<file path="src/dbdf_pkg.sv">
// Shared types and constants of the detection box decode and filter block.
// Used by the front, back and top-level modules; depends on nothing else.
package dbdf_pkg;

    localparam int CFG_DATA_W = 16;
    localparam int BOX_IDX_W  = 13;
    localparam int CLASS_W    = 8;
    localparam int SCORE_W    = 16;
    localparam int COORD_W    = 12;
    localparam int CORNER_W   = 20;
    localparam int QUO_W      = 24;
    localparam int DIV_STEPS  = 24;

    typedef struct packed {
        logic [15:0] score_threshold;
        logic [14:0] pad_left;
        logic [14:0] pad_top;
        logic [15:0] scale_factor;
        logic [12:0] image_width;
        logic [12:0] image_height;
    } t_cfg;

    typedef struct packed {
        logic [BOX_IDX_W-1:0]           box_index;
        logic [CLASS_W-1:0]             class_index;
        logic [SCORE_W-1:0]             confidence;
        logic [3:0][CORNER_W-1:0]       corner;
    } t_job;

    typedef struct packed {
        logic [BOX_IDX_W-1:0] box_index;
        logic [CLASS_W-1:0]   class_index;
        logic [SCORE_W-1:0]   confidence;
        logic [COORD_W-1:0]   left;
        logic [COORD_W-1:0]   top;
        logic [COORD_W-1:0]   right;
        logic [COORD_W-1:0]   bottom;
    } t_result;

endpackage

</file>
<file path="src/dbdf_fifo.sv">
// Small register-based first-in first-out queue for packed words.
// Used between the front and back parts and on the result side; no dependencies.
module dbdf_fifo #(
    parameter int WIDTH = 8,
    parameter int DEPTH = 2
) (
    input  logic             i_clk,
    input  logic             i_rst_n,
    input  logic             i_push,
    input  logic [WIDTH-1:0] i_data,
    output logic             o_full,
    input  logic             i_pop,
    output logic             o_empty,
    output logic [WIDTH-1:0] o_data
);
    localparam int PTR_W = (DEPTH > 1) ? $clog2(DEPTH) : 1;
    localparam int CNT_W = $clog2(DEPTH + 1);

    logic [WIDTH-1:0] r_mem [DEPTH];
    logic [PTR_W-1:0] r_wptr;
    logic [PTR_W-1:0] r_rptr;
    logic [CNT_W-1:0] r_count;
    logic             do_push;
    logic             do_pop;

    assign o_full  = (r_count == CNT_W'(DEPTH));
    assign o_empty = (r_count == '0);
    assign o_data  = r_mem[r_rptr];
    assign do_push = i_push && !o_full;
    assign do_pop  = i_pop && !o_empty;

    always_ff @(posedge i_clk) begin
        if (do_push) begin
            r_mem[r_wptr] <= i_data;
        end
    end

    always_ff @(posedge i_clk) begin
        if (!i_rst_n) begin
            r_wptr  <= '0;
            r_rptr  <= '0;
            r_count <= '0;
        end else begin
            if (do_push) begin
                r_wptr <= (r_wptr == PTR_W'(DEPTH - 1)) ? '0 : r_wptr + 1'b1;
            end
            if (do_pop) begin
                r_rptr <= (r_rptr == PTR_W'(DEPTH - 1)) ? '0 : r_rptr + 1'b1;
            end
            if (do_push && !do_pop) begin
                r_count <= r_count + 1'b1;
            end else if (do_pop && !do_push) begin
                r_count <= r_count - 1'b1;
            end
        end
    end

endmodule

</file>
<file path="src/dbdf_front.sv">
// Front part: running best score per box, class and box counters, and the
// padded corners of every kept box. Depends on dbdf_pkg.
module dbdf_front #(
    parameter int MAX_CLASSES = 128,
    parameter int MAX_BOXES   = 8192
) (
    input  logic                 i_clk,
    input  logic                 i_rst_n,
    input  dbdf_pkg::t_cfg       i_cfg,
    input  logic                 i_accept,
    input  logic signed [15:0]   i_centre_x,
    input  logic signed [15:0]   i_centre_y,
    input  logic signed [15:0]   i_box_width,
    input  logic signed [15:0]   i_box_height,
    input  logic [15:0]          i_score,
    input  logic                 i_last_score,
    input  logic                 i_last_box,
    output logic                 o_job_push,
    output dbdf_pkg::t_job       o_job
);
    localparam int CW = dbdf_pkg::CORNER_W;

    logic [15:0]                      r_best_score;
    logic [dbdf_pkg::CLASS_W-1:0]     r_best_class;
    logic [6:0]                       r_class_cnt;
    logic [dbdf_pkg::BOX_IDX_W-1:0]   r_box_cnt;
    logic [15:0]                      n_best_score;
    logic [dbdf_pkg::CLASS_W-1:0]     n_best_class;
    logic [CW-1:0]                    cx2;
    logic [CW-1:0]                    cy2;
    logic [CW-1:0]                    bw;
    logic [CW-1:0]                    bh;
    logic [CW-1:0]                    px2;
    logic [CW-1:0]                    py2;

    always_comb begin
        if (i_score > r_best_score) begin
            n_best_score = i_score;
            n_best_class = {1'b0, r_class_cnt};
        end else begin
            n_best_score = r_best_score;
            n_best_class = r_best_class;
        end
    end

    assign cx2 = {{(CW - 17){i_centre_x[15]}}, i_centre_x, 1'b0};
    assign cy2 = {{(CW - 17){i_centre_y[15]}}, i_centre_y, 1'b0};
    assign bw  = {{(CW - 16){i_box_width[15]}}, i_box_width};
    assign bh  = {{(CW - 16){i_box_height[15]}}, i_box_height};
    assign px2 = {{(CW - 16){1'b0}}, i_cfg.pad_left, 1'b0};
    assign py2 = {{(CW - 16){1'b0}}, i_cfg.pad_top, 1'b0};

    assign o_job_push = i_accept && i_last_score
                        && (n_best_score >= i_cfg.score_threshold);

    always_comb begin
        o_job.box_index   = r_box_cnt;
        o_job.class_index = n_best_class;
        o_job.confidence  = n_best_score;
        o_job.corner[0]   = cx2 - bw - px2;
        o_job.corner[1]   = cx2 + bw - px2;
        o_job.corner[2]   = cy2 - bh - py2;
        o_job.corner[3]   = cy2 + bh - py2;
    end

    always_ff @(posedge i_clk) begin
        if (!i_rst_n) begin
            r_best_score <= '0;
            r_best_class <= '1;
            r_class_cnt  <= '0;
            r_box_cnt    <= '0;
        end else if (i_accept) begin
            if (i_last_score) begin
                r_best_score <= '0;
                r_best_class <= '1;
                r_class_cnt  <= '0;
                if (i_last_box || r_box_cnt == dbdf_pkg::BOX_IDX_W'(MAX_BOXES - 1)) begin
                    r_box_cnt <= '0;
                end else begin
                    r_box_cnt <= r_box_cnt + 1'b1;
                end
            end else begin
                r_best_score <= n_best_score;
                r_best_class <= n_best_class;
                if (r_class_cnt == 7'(MAX_CLASSES - 1)) begin
                    r_class_cnt <= '0;
                end else begin
                    r_class_cnt <= r_class_cnt + 1'b1;
                end
            end
        end
    end

endmodule

</file>
<file path="src/dbdf_back.sv">
// Back part: divides the four corners of a kept box by the scale, one
// quotient bit per cycle, then clamps, orders and emits the box. Depends on dbdf_pkg.
module dbdf_back (
    input  logic                 i_clk,
    input  logic                 i_rst_n,
    input  dbdf_pkg::t_cfg       i_cfg,
    input  logic                 i_job_empty,
    input  dbdf_pkg::t_job       i_job,
    output logic                 o_job_pop,
    input  logic                 i_out_full,
    output logic                 o_out_push,
    output dbdf_pkg::t_result    o_result
);
    localparam int QW = dbdf_pkg::QUO_W;
    localparam int XW = dbdf_pkg::COORD_W;

    typedef enum logic [1:0] {
        S_IDLE,
        S_DIV,
        S_PUSH
    } t_state;

    t_state              r_state;
    dbdf_pkg::t_job      r_job;
    logic [1:0]          r_sel;
    logic [4:0]          r_step;
    logic [15:0]         r_rem;
    logic [QW-1:0]       r_quo;
    logic [XW-1:0]       r_edge [4];
    logic [15:0]         divisor;
    logic [16:0]         trial;
    logic [16:0]         diff;
    logic                ge;
    logic [QW-1:0]       quotient;
    logic [XW-1:0]       bound_x;
    logic [XW-1:0]       bound_y;
    logic [XW-1:0]       bound;
    logic [XW-1:0]       edge_val;
    logic [1:0]          n_sel;

    function automatic logic [XW-1:0] clamp_bound(input logic [12:0] size);
        logic [12:0] dec;
        dec = size - 1'b1;
        if (size == '0) begin
            return '0;
        end else if (dec[12]) begin
            return '1;
        end else begin
            return dec[XW-1:0];
        end
    endfunction

    function automatic logic [QW-1:0] dividend(input logic [dbdf_pkg::CORNER_W-1:0] c);
        if (c[dbdf_pkg::CORNER_W-1]) begin
            return '0;
        end else begin
            return {c[16:0], 7'b0};
        end
    endfunction

    assign divisor  = (i_cfg.scale_factor == '0) ? 16'd1 : i_cfg.scale_factor;
    assign trial    = {r_rem, r_quo[QW-1]};
    assign ge       = (trial >= {1'b0, divisor});
    assign diff     = trial - {1'b0, divisor};
    assign quotient = {r_quo[QW-2:0], ge};
    assign bound_x  = clamp_bound(i_cfg.image_width);
    assign bound_y  = clamp_bound(i_cfg.image_height);
    assign bound    = r_sel[1] ? bound_y : bound_x;
    assign edge_val = (quotient > {{(QW - XW){1'b0}}, bound}) ? bound : quotient[XW-1:0];
    assign n_sel    = r_sel + 1'b1;

    assign o_job_pop  = (r_state == S_IDLE) && !i_job_empty;
    assign o_out_push = (r_state == S_PUSH) && !i_out_full;

    always_comb begin
        o_result.box_index   = r_job.box_index;
        o_result.class_index = r_job.class_index;
        o_result.confidence  = r_job.confidence;
        o_result.left   = (r_edge[0] < r_edge[1]) ? r_edge[0] : r_edge[1];
        o_result.right  = (r_edge[0] < r_edge[1]) ? r_edge[1] : r_edge[0];
        o_result.top    = (r_edge[2] < r_edge[3]) ? r_edge[2] : r_edge[3];
        o_result.bottom = (r_edge[2] < r_edge[3]) ? r_edge[3] : r_edge[2];
    end

    always_ff @(posedge i_clk) begin
        if (!i_rst_n) begin
            r_state <= S_IDLE;
            r_sel   <= '0;
            r_step  <= '0;
        end else begin
            unique case (r_state)
                S_IDLE: begin
                    if (!i_job_empty) begin
                        r_job   <= i_job;
                        r_sel   <= '0;
                        r_step  <= '0;
                        r_rem   <= '0;
                        r_quo   <= dividend(i_job.corner[0]);
                        r_state <= S_DIV;
                    end
                end
                S_DIV: begin
                    r_rem  <= ge ? diff[15:0] : trial[15:0];
                    r_quo  <= quotient;
                    r_step <= r_step + 1'b1;
                    if (r_step == 5'(dbdf_pkg::DIV_STEPS - 1)) begin
                        r_edge[r_sel] <= edge_val;
                        if (r_sel == 2'd3) begin
                            r_state <= S_PUSH;
                        end else begin
                            r_sel  <= n_sel;
                            r_step <= '0;
                            r_rem  <= '0;
                            r_quo  <= dividend(r_job.corner[n_sel]);
                        end
                    end
                end
                S_PUSH: begin
                    if (!i_out_full) begin
                        r_state <= S_IDLE;
                    end
                end
                default: begin
                    r_state <= S_IDLE;
                end
            endcase
        end
    end

endmodule

</file>
<file path="src/detection_box_decode_filter.sv">
// Top level of the detection box decode and filter block: configuration
// registers, front and back parts and the queues between them.
// Depends on dbdf_pkg, dbdf_fifo, dbdf_front and dbdf_back.
//
// Input side: one class score per word, with the box centre and size held on
// every word; a word is taken at a clock edge with push high and full low.
// A word that carries last_score closes the box; if its best score reaches the
// threshold, the box goes into a two-entry job queue.
// Throughput: one score word per cycle while full is low. full is high
// while the job queue holds two boxes not yet started by the back part.
// The back part takes a box from the job queue, divides its four corners one
// after another with one restoring divider at one quotient bit per cycle, and
// then writes the result into the output queue, waiting while that queue is
// full; it takes no new box until that result is written. A result is shown
// while empty is low; it leaves at an edge with pop high. If the receiver
// stalls, the output queue (two entries) and then the job queue fill, and full
// rises; nothing is lost. Reset (synchronous, active low) loads the default
// configuration, clears the running best score, the counters and both queues.
// The user must write configuration through i_cfg_wr_en, i_cfg_index and
// i_cfg_data only while the block is idle; the block does not enforce this.
module detection_box_decode_filter #(
    parameter int MAX_CLASSES = 128,
    parameter int MAX_BOXES   = 8192
) (
    input  logic                 i_clk,
    input  logic                 i_rst_n,
    input  logic                 i_cfg_wr_en,
    input  logic [2:0]           i_cfg_index,
    input  logic [15:0]          i_cfg_data,
    input  logic                 push,
    output logic                 full,
    input  logic signed [15:0]   i_centre_x,
    input  logic signed [15:0]   i_centre_y,
    input  logic signed [15:0]   i_box_width,
    input  logic signed [15:0]   i_box_height,
    input  logic [15:0]          i_score,
    input  logic                 i_last_score,
    input  logic                 i_last_box,
    output logic                 empty,
    input  logic                 pop,
    output logic [12:0]          o_box_index,
    output logic signed [7:0]    o_class_index,
    output logic [15:0]          o_confidence,
    output logic [11:0]          o_left,
    output logic [11:0]          o_top,
    output logic [11:0]          o_right,
    output logic [11:0]          o_bottom
);
    localparam logic [2:0] REG_SCORE_THRESHOLD = 3'd0;
    localparam logic [2:0] REG_PAD_LEFT        = 3'd1;
    localparam logic [2:0] REG_PAD_TOP         = 3'd2;
    localparam logic [2:0] REG_SCALE_FACTOR    = 3'd3;
    localparam logic [2:0] REG_IMAGE_WIDTH     = 3'd4;
    localparam logic [2:0] REG_IMAGE_HEIGHT    = 3'd5;
    localparam int JOB_W = $bits(dbdf_pkg::t_job);
    localparam int RES_W = $bits(dbdf_pkg::t_result);

    dbdf_pkg::t_cfg     r_cfg;
    dbdf_pkg::t_job     front_job;
    dbdf_pkg::t_job     back_job;
    dbdf_pkg::t_result  back_result;
    dbdf_pkg::t_result  out_result;
    logic [JOB_W-1:0]   job_q_data;
    logic [RES_W-1:0]   res_q_data;
    logic               accept;
    logic               job_push;
    logic               job_pop;
    logic               job_empty;
    logic               res_push;
    logic               res_full;

    always_ff @(posedge i_clk) begin
        if (!i_rst_n) begin
            r_cfg.score_threshold <= 16'd16384;
            r_cfg.pad_left        <= '0;
            r_cfg.pad_top         <= '0;
            r_cfg.scale_factor    <= 16'd4096;
            r_cfg.image_width     <= 13'd640;
            r_cfg.image_height    <= 13'd640;
        end else if (i_cfg_wr_en) begin
            unique case (i_cfg_index)
                REG_SCORE_THRESHOLD: r_cfg.score_threshold <= i_cfg_data;
                REG_PAD_LEFT:        r_cfg.pad_left        <= i_cfg_data[14:0];
                REG_PAD_TOP:         r_cfg.pad_top         <= i_cfg_data[14:0];
                REG_SCALE_FACTOR:    r_cfg.scale_factor    <= i_cfg_data;
                REG_IMAGE_WIDTH:     r_cfg.image_width     <= i_cfg_data[12:0];
                REG_IMAGE_HEIGHT:    r_cfg.image_height    <= i_cfg_data[12:0];
                default: begin
                end
            endcase
        end
    end

    assign accept = push && !full;

    dbdf_front #(
        .MAX_CLASSES (MAX_CLASSES),
        .MAX_BOXES   (MAX_BOXES)
    ) u_front (
        .i_clk        (i_clk),
        .i_rst_n      (i_rst_n),
        .i_cfg        (r_cfg),
        .i_accept     (accept),
        .i_centre_x   (i_centre_x),
        .i_centre_y   (i_centre_y),
        .i_box_width  (i_box_width),
        .i_box_height (i_box_height),
        .i_score      (i_score),
        .i_last_score (i_last_score),
        .i_last_box   (i_last_box),
        .o_job_push   (job_push),
        .o_job        (front_job)
    );

    dbdf_fifo #(
        .WIDTH (JOB_W),
        .DEPTH (2)
    ) u_job_q (
        .i_clk   (i_clk),
        .i_rst_n (i_rst_n),
        .i_push  (job_push),
        .i_data  (front_job),
        .o_full  (full),
        .i_pop   (job_pop),
        .o_empty (job_empty),
        .o_data  (job_q_data)
    );

    assign back_job = dbdf_pkg::t_job'(job_q_data);

    dbdf_back u_back (
        .i_clk       (i_clk),
        .i_rst_n     (i_rst_n),
        .i_cfg       (r_cfg),
        .i_job_empty (job_empty),
        .i_job       (back_job),
        .o_job_pop   (job_pop),
        .i_out_full  (res_full),
        .o_out_push  (res_push),
        .o_result    (back_result)
    );

    dbdf_fifo #(
        .WIDTH (RES_W),
        .DEPTH (2)
    ) u_res_q (
        .i_clk   (i_clk),
        .i_rst_n (i_rst_n),
        .i_push  (res_push),
        .i_data  (back_result),
        .o_full  (res_full),
        .i_pop   (pop),
        .o_empty (empty),
        .o_data  (res_q_data)
    );

    assign out_result    = dbdf_pkg::t_result'(res_q_data);
    assign o_box_index   = out_result.box_index;
    assign o_class_index = out_result.class_index;
    assign o_confidence  = out_result.confidence;
    assign o_left        = out_result.left;
    assign o_top         = out_result.top;
    assign o_right       = out_result.right;
    assign o_bottom      = out_result.bottom;

endmodule

</file>
<file path="config.mk">
export PLATFORM = sky130hd
export DESIGN_NAME = detection_box_decode_filter
export DESIGN_NICKNAME = d
export VERILOG_FILES = /design/src/dbdf_pkg.sv /design/src/dbdf_fifo.sv /design/src/dbdf_front.sv /design/src/dbdf_back.sv /design/src/detection_box_decode_filter.sv
export SDC_FILE = /design/constraint.sdc
export NUM_CORES = 1
export LEC_CHECK = 0
export BUFFER_PORTS_ARGS = -buffer_cell sky130_fd_sc_hd__clkbuf_2
export CAP_MARGIN = 10
export CORE_AREA = 4 4 368 406
export CTS_BUF_LIST = sky130_fd_sc_hd__clkbuf_2 sky130_fd_sc_hd__clkbuf_4 sky130_fd_sc_hd__clkbuf_8
export DETAILED_ROUTE_END_ITERATION = 12
export DIE_AREA = 0 0 372 410
export SLEW_MARGIN = 25
export SYNTH_ARGS = -nofsm -noshare
export SYNTH_HDL_FRONTEND = slang
export SYNTH_SLANG_ARGS = --single-unit
</file>
<file path="constraint.sdc">
create_clock -name i_clk -period 10.89 [get_ports i_clk]
set_input_delay 1.6335 -clock i_clk [delete_from_list [all_inputs] [get_ports i_clk]]
set_output_delay 1.6335 -clock i_clk [all_outputs]
set_load 0.02 [all_outputs]
</file>
==> results of run 1 <==
[cell families (layout without fill, tap and decap cells)]
| logic type | count (synthesis) | count (layout) |
|---|---|---|
| compound gates | 550 | 550 |
| fa+ha+maj | 227 | 227 |
| buf+inv | 328 | 649 |
| xor+xnor | 136 | 136 |
| other cells | 0 | 14 |
| mux | 302 | 302 |
| flops | 730 | 730 |
| simple gates | 724 | 724 |
[worst max path at each step]
| stage | endpoint | depth (start not counted) |
|---|---|---|
| floorplan | u_job_q.r_mem[0][100]$_DFFE_PP_ | 18 |
| global placement | u_job_q.r_mem[0][21]$_DFFE_PP_ | 21 |
| detailed placement | u_job_q.r_mem[0][22]$_DFFE_PP_ | 21 |
| CTS | u_job_q.r_mem[0][26]$_DFFE_PP_ | 21 |
| global route | u_job_q.r_mem[0][7]$_DFFE_PP_ | 21 |
| finish | u_job_q.r_mem[0][3]$_DFFE_PP_ | 21 |
[final cells by class]
cell class / instances / area [µm²]
Fill cell: 14874 / 104000
Sequential cell: 730 / 20400
Multi-Input combinational cell: 1939 / 14500
Tap cell: 1937 / 2420
Clock buffer: 160 / 1960
Timing Repair Buffer: 209 / 1100
Inverter: 228 / 857
Clock inverter: 52 / 444
Antenna cell: 14 / 35.0
[per-layer routing]
layer | GRT usage (%) | wire, µm | part of all wire [%]
met1 | 14.2 | 38000 | 42
met4 | 3.31 | 1890 | 2.1
met5 | 0 | 34 | 0.038
met2 | 20.6 | 46100 | 51
met3 | 1.92 | 4410 | 4.9
[per-stage QoR]
stage	util, %	area [µm²]
after floorplan	-	36200
after global placement	27.0	39300
after detailed placement	27.0	39300
after CTS	28.7	41700
after global routing	28.7	41700
final	28.7	41800
[placed cells by master (no fill, tap or decap), types with 39 or more instances in the layout]
| cell | count |
|---|---|
| edfxtp_1 | 579 |
| mux2_2 | 249 |
| dfxtp_1 | 149 |
| inv_1 | 226 |
| nor2_1 | 206 |
| nand2_1 | 266 |
| xor2_1 | 39 |
| ha_1 | 217 |
| xnor2_1 | 97 |
| clkbuf_8 | 122 |
| clkbuf_2 | 192 |
| a21oi_1 | 203 |
| o21ai_0 | 109 |
| nor3_1 | 47 |
[state kept, by name (all words and copies together), names as in the netlist, 2 cells and up, named ones only]
| register | flops |
|---|---|
| r_cfg | 88 |
| u_back.o_result | 37 |
| u_back.r_edge | 48 |
| u_back.r_job | 70 |
| u_back.r_quo | 24 |
| u_back.r_rem | 16 |
| u_back.r_sel | 2 |
| u_back.r_state | 2 |
| u_back.r_step | 5 |
| u_front.r_best_class | 8 |
| u_front.r_best_score | 16 |
| u_front.r_box_cnt | 13 |
| u_front.r_class_cnt | 7 |
| u_job_q.r_count | 2 |
| u_job_q.r_mem | 214 |
| u_res_q.r_count | 2 |
| u_res_q.r_mem | 170 |
[power by group]
part           internal, W  total, W  switching [W]
registers          0.00340   0.00356       0.000159
clock network      0.00130   0.00240        0.00110
logic             0.000755   0.00179        0.00104
==> out/results.tsv, run 1 <==
stage	metric	value	unit
run_status	status	finished clean	
floorplan	start_util	24.9	%
critical_path	crit_type	in2reg	
routing	drtPass1Iterations	7	
global_routing	grt_start_max_net_pins	84	
sta	rsz0062_at_grt	false	
critical_path	max_stage_delay	0.75	ns
routing	totalWireLength	90.4	mm
global_routing	overflow	0	
power_and_ir_drop	ir_worst_vdd	99.3	µV
cells_and_area	area_growth	15.5	%
critical_path	rr_worst_depth	21	
floorplan	die_h	410	µm
critical_path	required	11.25	ns
logic_synthesis	synth_top_family_by_area	multiplexers	
logic_synthesis	synthTopCellsByCount	579 x edfxtp_1, 266 x nand2_1, 249 x mux2_2, 226 x inv_1, 217 x ha_1	
routing	avgViaCountPerCell	4.39	
logic_synthesis	synth_fp_nets	3329	
logic_synthesis	ys_ff_latch	730	
logic_synthesis	yosysMostFrequentCell	edfxtp_1	
global_routing	gr-usage-all-layers	11.6	%
sta	max-slew-margin-rel	33.7	%
sta	period_share	58.6	%
logic_synthesis	syn_area	0.0362	mm²
clocking	h-tree-depth	3	
worst_hold_path	whs_endpoint	u_res_q.r_mem[0][76]$_DFFE_PP_	
critical_path	reg2reg_slack	5.11	ns
clocking	clock_sinks	730	
sta	hold_ws	0.422	ns
logic_synthesis	synth_area_leader_cell	edfxtp_1	
power_and_ir_drop	power_density	185	mW/mm²
placement	dp_hpwl	67.0	mm
logic_synthesis	netlist_top_cells_area	edfxtp_1 48%, dfxtp_1 8.4%, mux2_2 7.8%	
sta	fin_setup_tns	0	ns
placement	portBuffers	192	
clocking	numCtsBuffers	113	
clocking	cts-resized-gates	0	
global_routing	antenna_found_initial	18	
cells_and_area	fin_nets	3553	
logic_synthesis	synthMuxAreaShare	9.81	%
placement	placedCellCount	5043	
critical_path	critPathLaunch	i_score[1]	
floorplan	die_area	0.153	mm²
floorplan	core_area	0.145	mm²
global_routing	grt_pass1_wl	136	mm
logic_synthesis	avgSynthCellArea	12.1	µm²
routing	drt_iter0_markers	1524	
sta	fin_skew	0.0780	ns
cells_and_area	layout.cells.non_filler	5269	
clocking	cts_setup_buffers	0	
logic_synthesis	syn_inst	2997	
floorplan	dieWidth	372	µm
sta	fmax	0.157	GHz
critical_path	critPathBufInv	4	
logic_synthesis	synth_edf_count	579	
placement	place_ws	3.77	ns
critical_path	cp-end-kind	register	
floorplan	row_count	147	
critical_path	slowest_stage	buf_4	
clocking	cts_root_buffer	clkbuf_8	
logic_synthesis	synth-async-reset-ratio	0	%
placement	gp_congestion	0.864	
routing	post_drt_wl_per_cell	17.2	µm
cells_and_area	final_layout_size_suffix_gt1_share	21.4	%
sta	report.final.hold_viol_count	0	
critical_path	path_cells	clkbuf_2, ha_1, nor2b_1, o21a_1, o21ai_1, a21oi_1, o31ai_2, a32oi_2, buf_4, o21ai_0, ha_1, a21o_1, a21o_1, a21oi_1, o21ai_0, o21a_1, o21ai_0, a31oi_1, nor2b_4, buf_4, buf_4	
sta	finalCriticalPeriod	6.39	ns
routing	drc_errors	0	
clocking	hold_buffers	0	
logic_synthesis	yosysSeqAreaShare	56.4	%
power_and_ir_drop	power.total	0.00774	W
critical_path	r2r-end	u_job_q.r_mem[0][3]$_DFFE_PP_	
clocking	cts_tree	built	
critical_path	critical-path-top-delay-family	compound AO/OA/AOI/OAI gates	
clocking	clkTransAtPathRegs	0.07	ns
routing	drtAntennaViolNets	0	
worst_hold_path	hold_class	reg2reg	
logic_synthesis	yosys_warnings	0	
sta	setup_viol	0	
sta	report.final.slew_viol_count	0	
sta	worstMarginPinSlew	0.993	ns
power_and_ir_drop	p_leak	15.0	nW
floorplan	pin_count	193	
worst_hold_path	hold_start	u_back.o_result[76]$_DFFE_PP_	
logic_synthesis	synth-main-ff-cell	edfxtp_1	
critical_path	critPathLaunchType	input port	
critical_path	rr_startpoint	u_front.r_best_score[1]$_SDFFE_PN0P_	
logic_synthesis	synth_xor_area_share	3.29	%
clocking	cts.path.max_buffers	3	
logic_synthesis	synth_cell_types	91	
critical_path	crit_fanout	60	
global_routing	grt_pass1_vias	22890	
sta	fin_ws	4.50	ns
logic_synthesis	yosysTopAreaCellShare	48.1	%
worst_hold_path	holdPathStages	0	
clocking	clock_latency	0.79	ns
routing	num_vias	23138	
flow_run	cap_viol_max_count	0	
critical_path	arrival	6.75	ns
logic_synthesis	synth_fa_ha_area_share	8.03	%
logic_synthesis	yosys.area_share.simple	9.13	%
logic_synthesis	synth-compound-area-share	9.73	%
Power figures use the tool's default switching activity.
==> inputs of run 2 (changes only) <==
- clock period: 10.89 -> 6.05 ns (I/O delays scaled with it)
==> out/results.tsv, run 2 (synthesis results as in run 1) <==
stage	metric	value	unit	change
worst_hold_path	hold_start	u_back.o_result[75]$_DFFE_PP_		
clocking	hold_buffers	0		unchanged
placement	dpl_cell_area	0.0395	mm²	+0.47%
cells_and_area	nFillCells	14766		-0.73%
cells_and_area	regMostFlops	u_job_q.r_mem		
sta	fmax	0.209	GHz	
critical_path	rr_startpoint	r_cfg[33]$_SDFFE_PN0P_		
routing	totalWireLength	91.3	mm	+1.0%
flow_run	cap_viol_max_count	0		unchanged
clocking	cts_tree	built		
cells_and_area	largest_register_ffs	214		unchanged
cells_and_area	final_cell_mix	579 x edfxtp_1, 266 x nand2_1, 249 x mux2_2		
global_routing	grt_pass1_vias	23297		+1.8%
placement	portBuffers	192		unchanged
floorplan	pin_count	193		unchanged
global_routing	antenna_found_initial	17		-1
clocking	numCtsBuffers	113		unchanged
sta	worstMarginPinSlew	0.980	ns	-0.0138 ns
run_status	status	finished clean		
routing	post_drt_wl_per_cell	17.3	µm	+0.78%
sta	setup_viol	0		unchanged
power_and_ir_drop	ir_worst_vdd	187	µV	+89%
cells_and_area	mostFrequentLayoutCell	edfxtp_1		
routing	drtAntennaViolNets	0		unchanged
global_routing	grt_start_max_net_pins	71		-15%
power_and_ir_drop	power_frac_comb	23.3	%	+0.2 points
power_and_ir_drop	power_density	333	mW/mm²	+80%
cells_and_area	reg_top3	u_job_q.r_mem: 214 flops, u_res_q.r_mem: 170 flops, r_cfg: 88 flops		
sta	fin_skew	0.0553	ns	-0.0227 ns
routing	drc_errors	0		unchanged
clocking	cts-resized-gates	0		unchanged
sta	rsz0062_at_grt	false		
power_and_ir_drop	p_clk_share	30.8	%	about the same
critical_path	critPathLaunch	r_cfg[33]$_SDFFE_PN0P_		
placement	dp_hpwl	67.9	mm	+1.5%
critical_path	critPathLaunchType	register		
sta	report.final.hold_viol_count	0		unchanged
floorplan	die_area	0.153	mm²	unchanged
routing	avgViaCountPerCell	4.42		+0.63%
global_routing	overflow	0		unchanged
sta	period_share	78.9	%	
critical_path	arrival	5.24	ns	-1.51 ns
floorplan	die_h	410	µm	unchanged
critical_path	required	6.52	ns	-4.73 ns
clocking	h-tree-depth	3		unchanged
cells_and_area	fin_area	0.0419	mm²	+0.36%
cells_and_area	layout.cells.non_filler	5281		+0.23%
clocking	cts_setup_buffers	0		unchanged
clocking	clock_sinks	730		unchanged
placement	gp_congestion	0.870		+0.64%
placement	placedCellCount	5059		+0.32%
power_and_ir_drop	p_leak	15.0	nW	+0.54%
clocking	clkTransAtPathRegs	0.06	ns	about the same
routing	drtPass1Iterations	5		-2
floorplan	row_count	147		unchanged
global_routing	gr-usage-all-layers	11.7	%	+0.12 points
sta	max-slew-margin-rel	34.6	%	+0.92 points
cells_and_area	final_layout_size_suffix_gt1_share	21.4	%	-0.073 points
routing	drt_iter0_markers	1487		-2.4%
sta	finalCriticalPeriod	4.77	ns	
clocking	cts.path.max_buffers	3		unchanged
worst_hold_path	hold_class	reg2reg		
floorplan	core_area	0.145	mm²	unchanged
power_and_ir_drop	internal_power	0.00987	W	+81%
critical_path	cp-end-kind	register		
sta	fin_setup_tns	0	ns	unchanged
clocking	clock_latency	0.74	ns	-0.05 ns
sta	report.final.slew_viol_count	0		unchanged
cells_and_area	area_growth	15.9	%	
critical_path	crit_type	reg2reg		
clocking	cts_root_buffer	clkbuf_8		
power_and_ir_drop	power.share.sequential	45.9	%	about the same
floorplan	dieWidth	372	µm	unchanged
floorplan	start_util	24.9	%	unchanged
critical_path	crit_fanout	9		-85%
power_and_ir_drop	switching_share	29.3	%	-0.24 points
power_and_ir_drop	p_switching	0.00409	W	+79%
global_routing	grt_pass1_wl	137	mm	+1.1%
routing	num_vias	23336		+0.86%
cells_and_area	fin_nets	3569		+0.45%
[run 2: cell types whose count changed in the layout (fill, tap and decap cells not counted)]
cell and delta:
clkinv_1 +15, clkinvlp_4 -2, buf_6 -3, buf_12 +6
clkinv_4 -1, inv_12 -3, diode_2 -4, bufinv_16 +4
clkbuf_8 -5, clkbuf_4 -9, inv_6 +1, buf_4 +13
[run 2: metal layers]
metal,share of wire [%],GRT usage (%),vias to the layer above
li1,-,-,11403
met1,42,14.3,11249
met2,50,20.5,519
met3,5.5,2.05,153
met4,3.0,3.99,12
met5,0.094,0,-
[run 2: power groups by stage]
stage	combinational (W)	clock (W)	sequential (W)
floorplan	0.00247	0	0.00634
global placement	0.00324	0	0.00651
detailed placement	0.00328	0	0.00652
CTS	0.00330	0.00444	0.00641
global route	0.00361	0.00467	0.00645
finish	0.00325	0.00430	0.00641
[run 2: worst max-delay path: stages (launching register included)]
cell      delay [ns]
dfxtp_1         0.32
nor4_1          0.38
a41o_1          0.26
ha_1            0.21
nor2b_4         0.06
o31a_4          0.28
o211ai_2        0.18
a211oi_2        0.11
o31ai_2         0.30
a31oi_2         0.17
inv_1           0.11
ha_1            0.14
nor2b_1         0.04
o21ai_0         0.14
nand2b_1        0.07
a21oi_1         0.14
o21ai_0         0.09
a221oi_1        0.35
o2111a_1        0.63
mux2i_1         0.53
[run 2: worst paths after layout]
kind	end	slack [ns]	cells past startpoint
max	u_back.r_edge[1][3]$_DFFE_PP_	1.28	19
min	u_res_q.r_mem[1][75]$_DFFE_PP_	0.44	0
max reg2reg	u_back.r_edge[1][3]$_DFFE_PP_	1.28	19
min reg2reg	u_res_q.r_mem[1][75]$_DFFE_PP_	0.44	0
[run 2: cell type report]
cell class / count / area (µm²) / area share (%)
clock inverter: 66 / 557 / 1.33
tap: 1937 / 2420 / 5.78
inverter: 228 / 857 / 2.04
multi-input combinational: 1939 / 14500 / 34.6
antenna: 10 / 25.0 / 0.0597
sequential: 730 / 20400 / 48.7
timing repair buffer: 225 / 1290 / 3.07
clock buffer: 146 / 1830 / 4.36
[run 2: stage by stage]
| step | hold slack [ns] | setup slack [ns] | utilization [%] | total power (W) |
|---|---|---|---|---|
| floorplan | 0.419 | 0.284 | - | 0.00882 |
| global placement | 0.422 | 0.763 | 27.1 | 0.00974 |
| detailed placement | 0.432 | 0.768 | 27.1 | 0.00979 |
| CTS | 0.391 | 1.27 | 28.8 | 0.0141 |
| global route | 0.427 | 0.938 | 28.8 | 0.0147 |
| finish | 0.440 | 1.28 | 28.8 | 0.0140 |
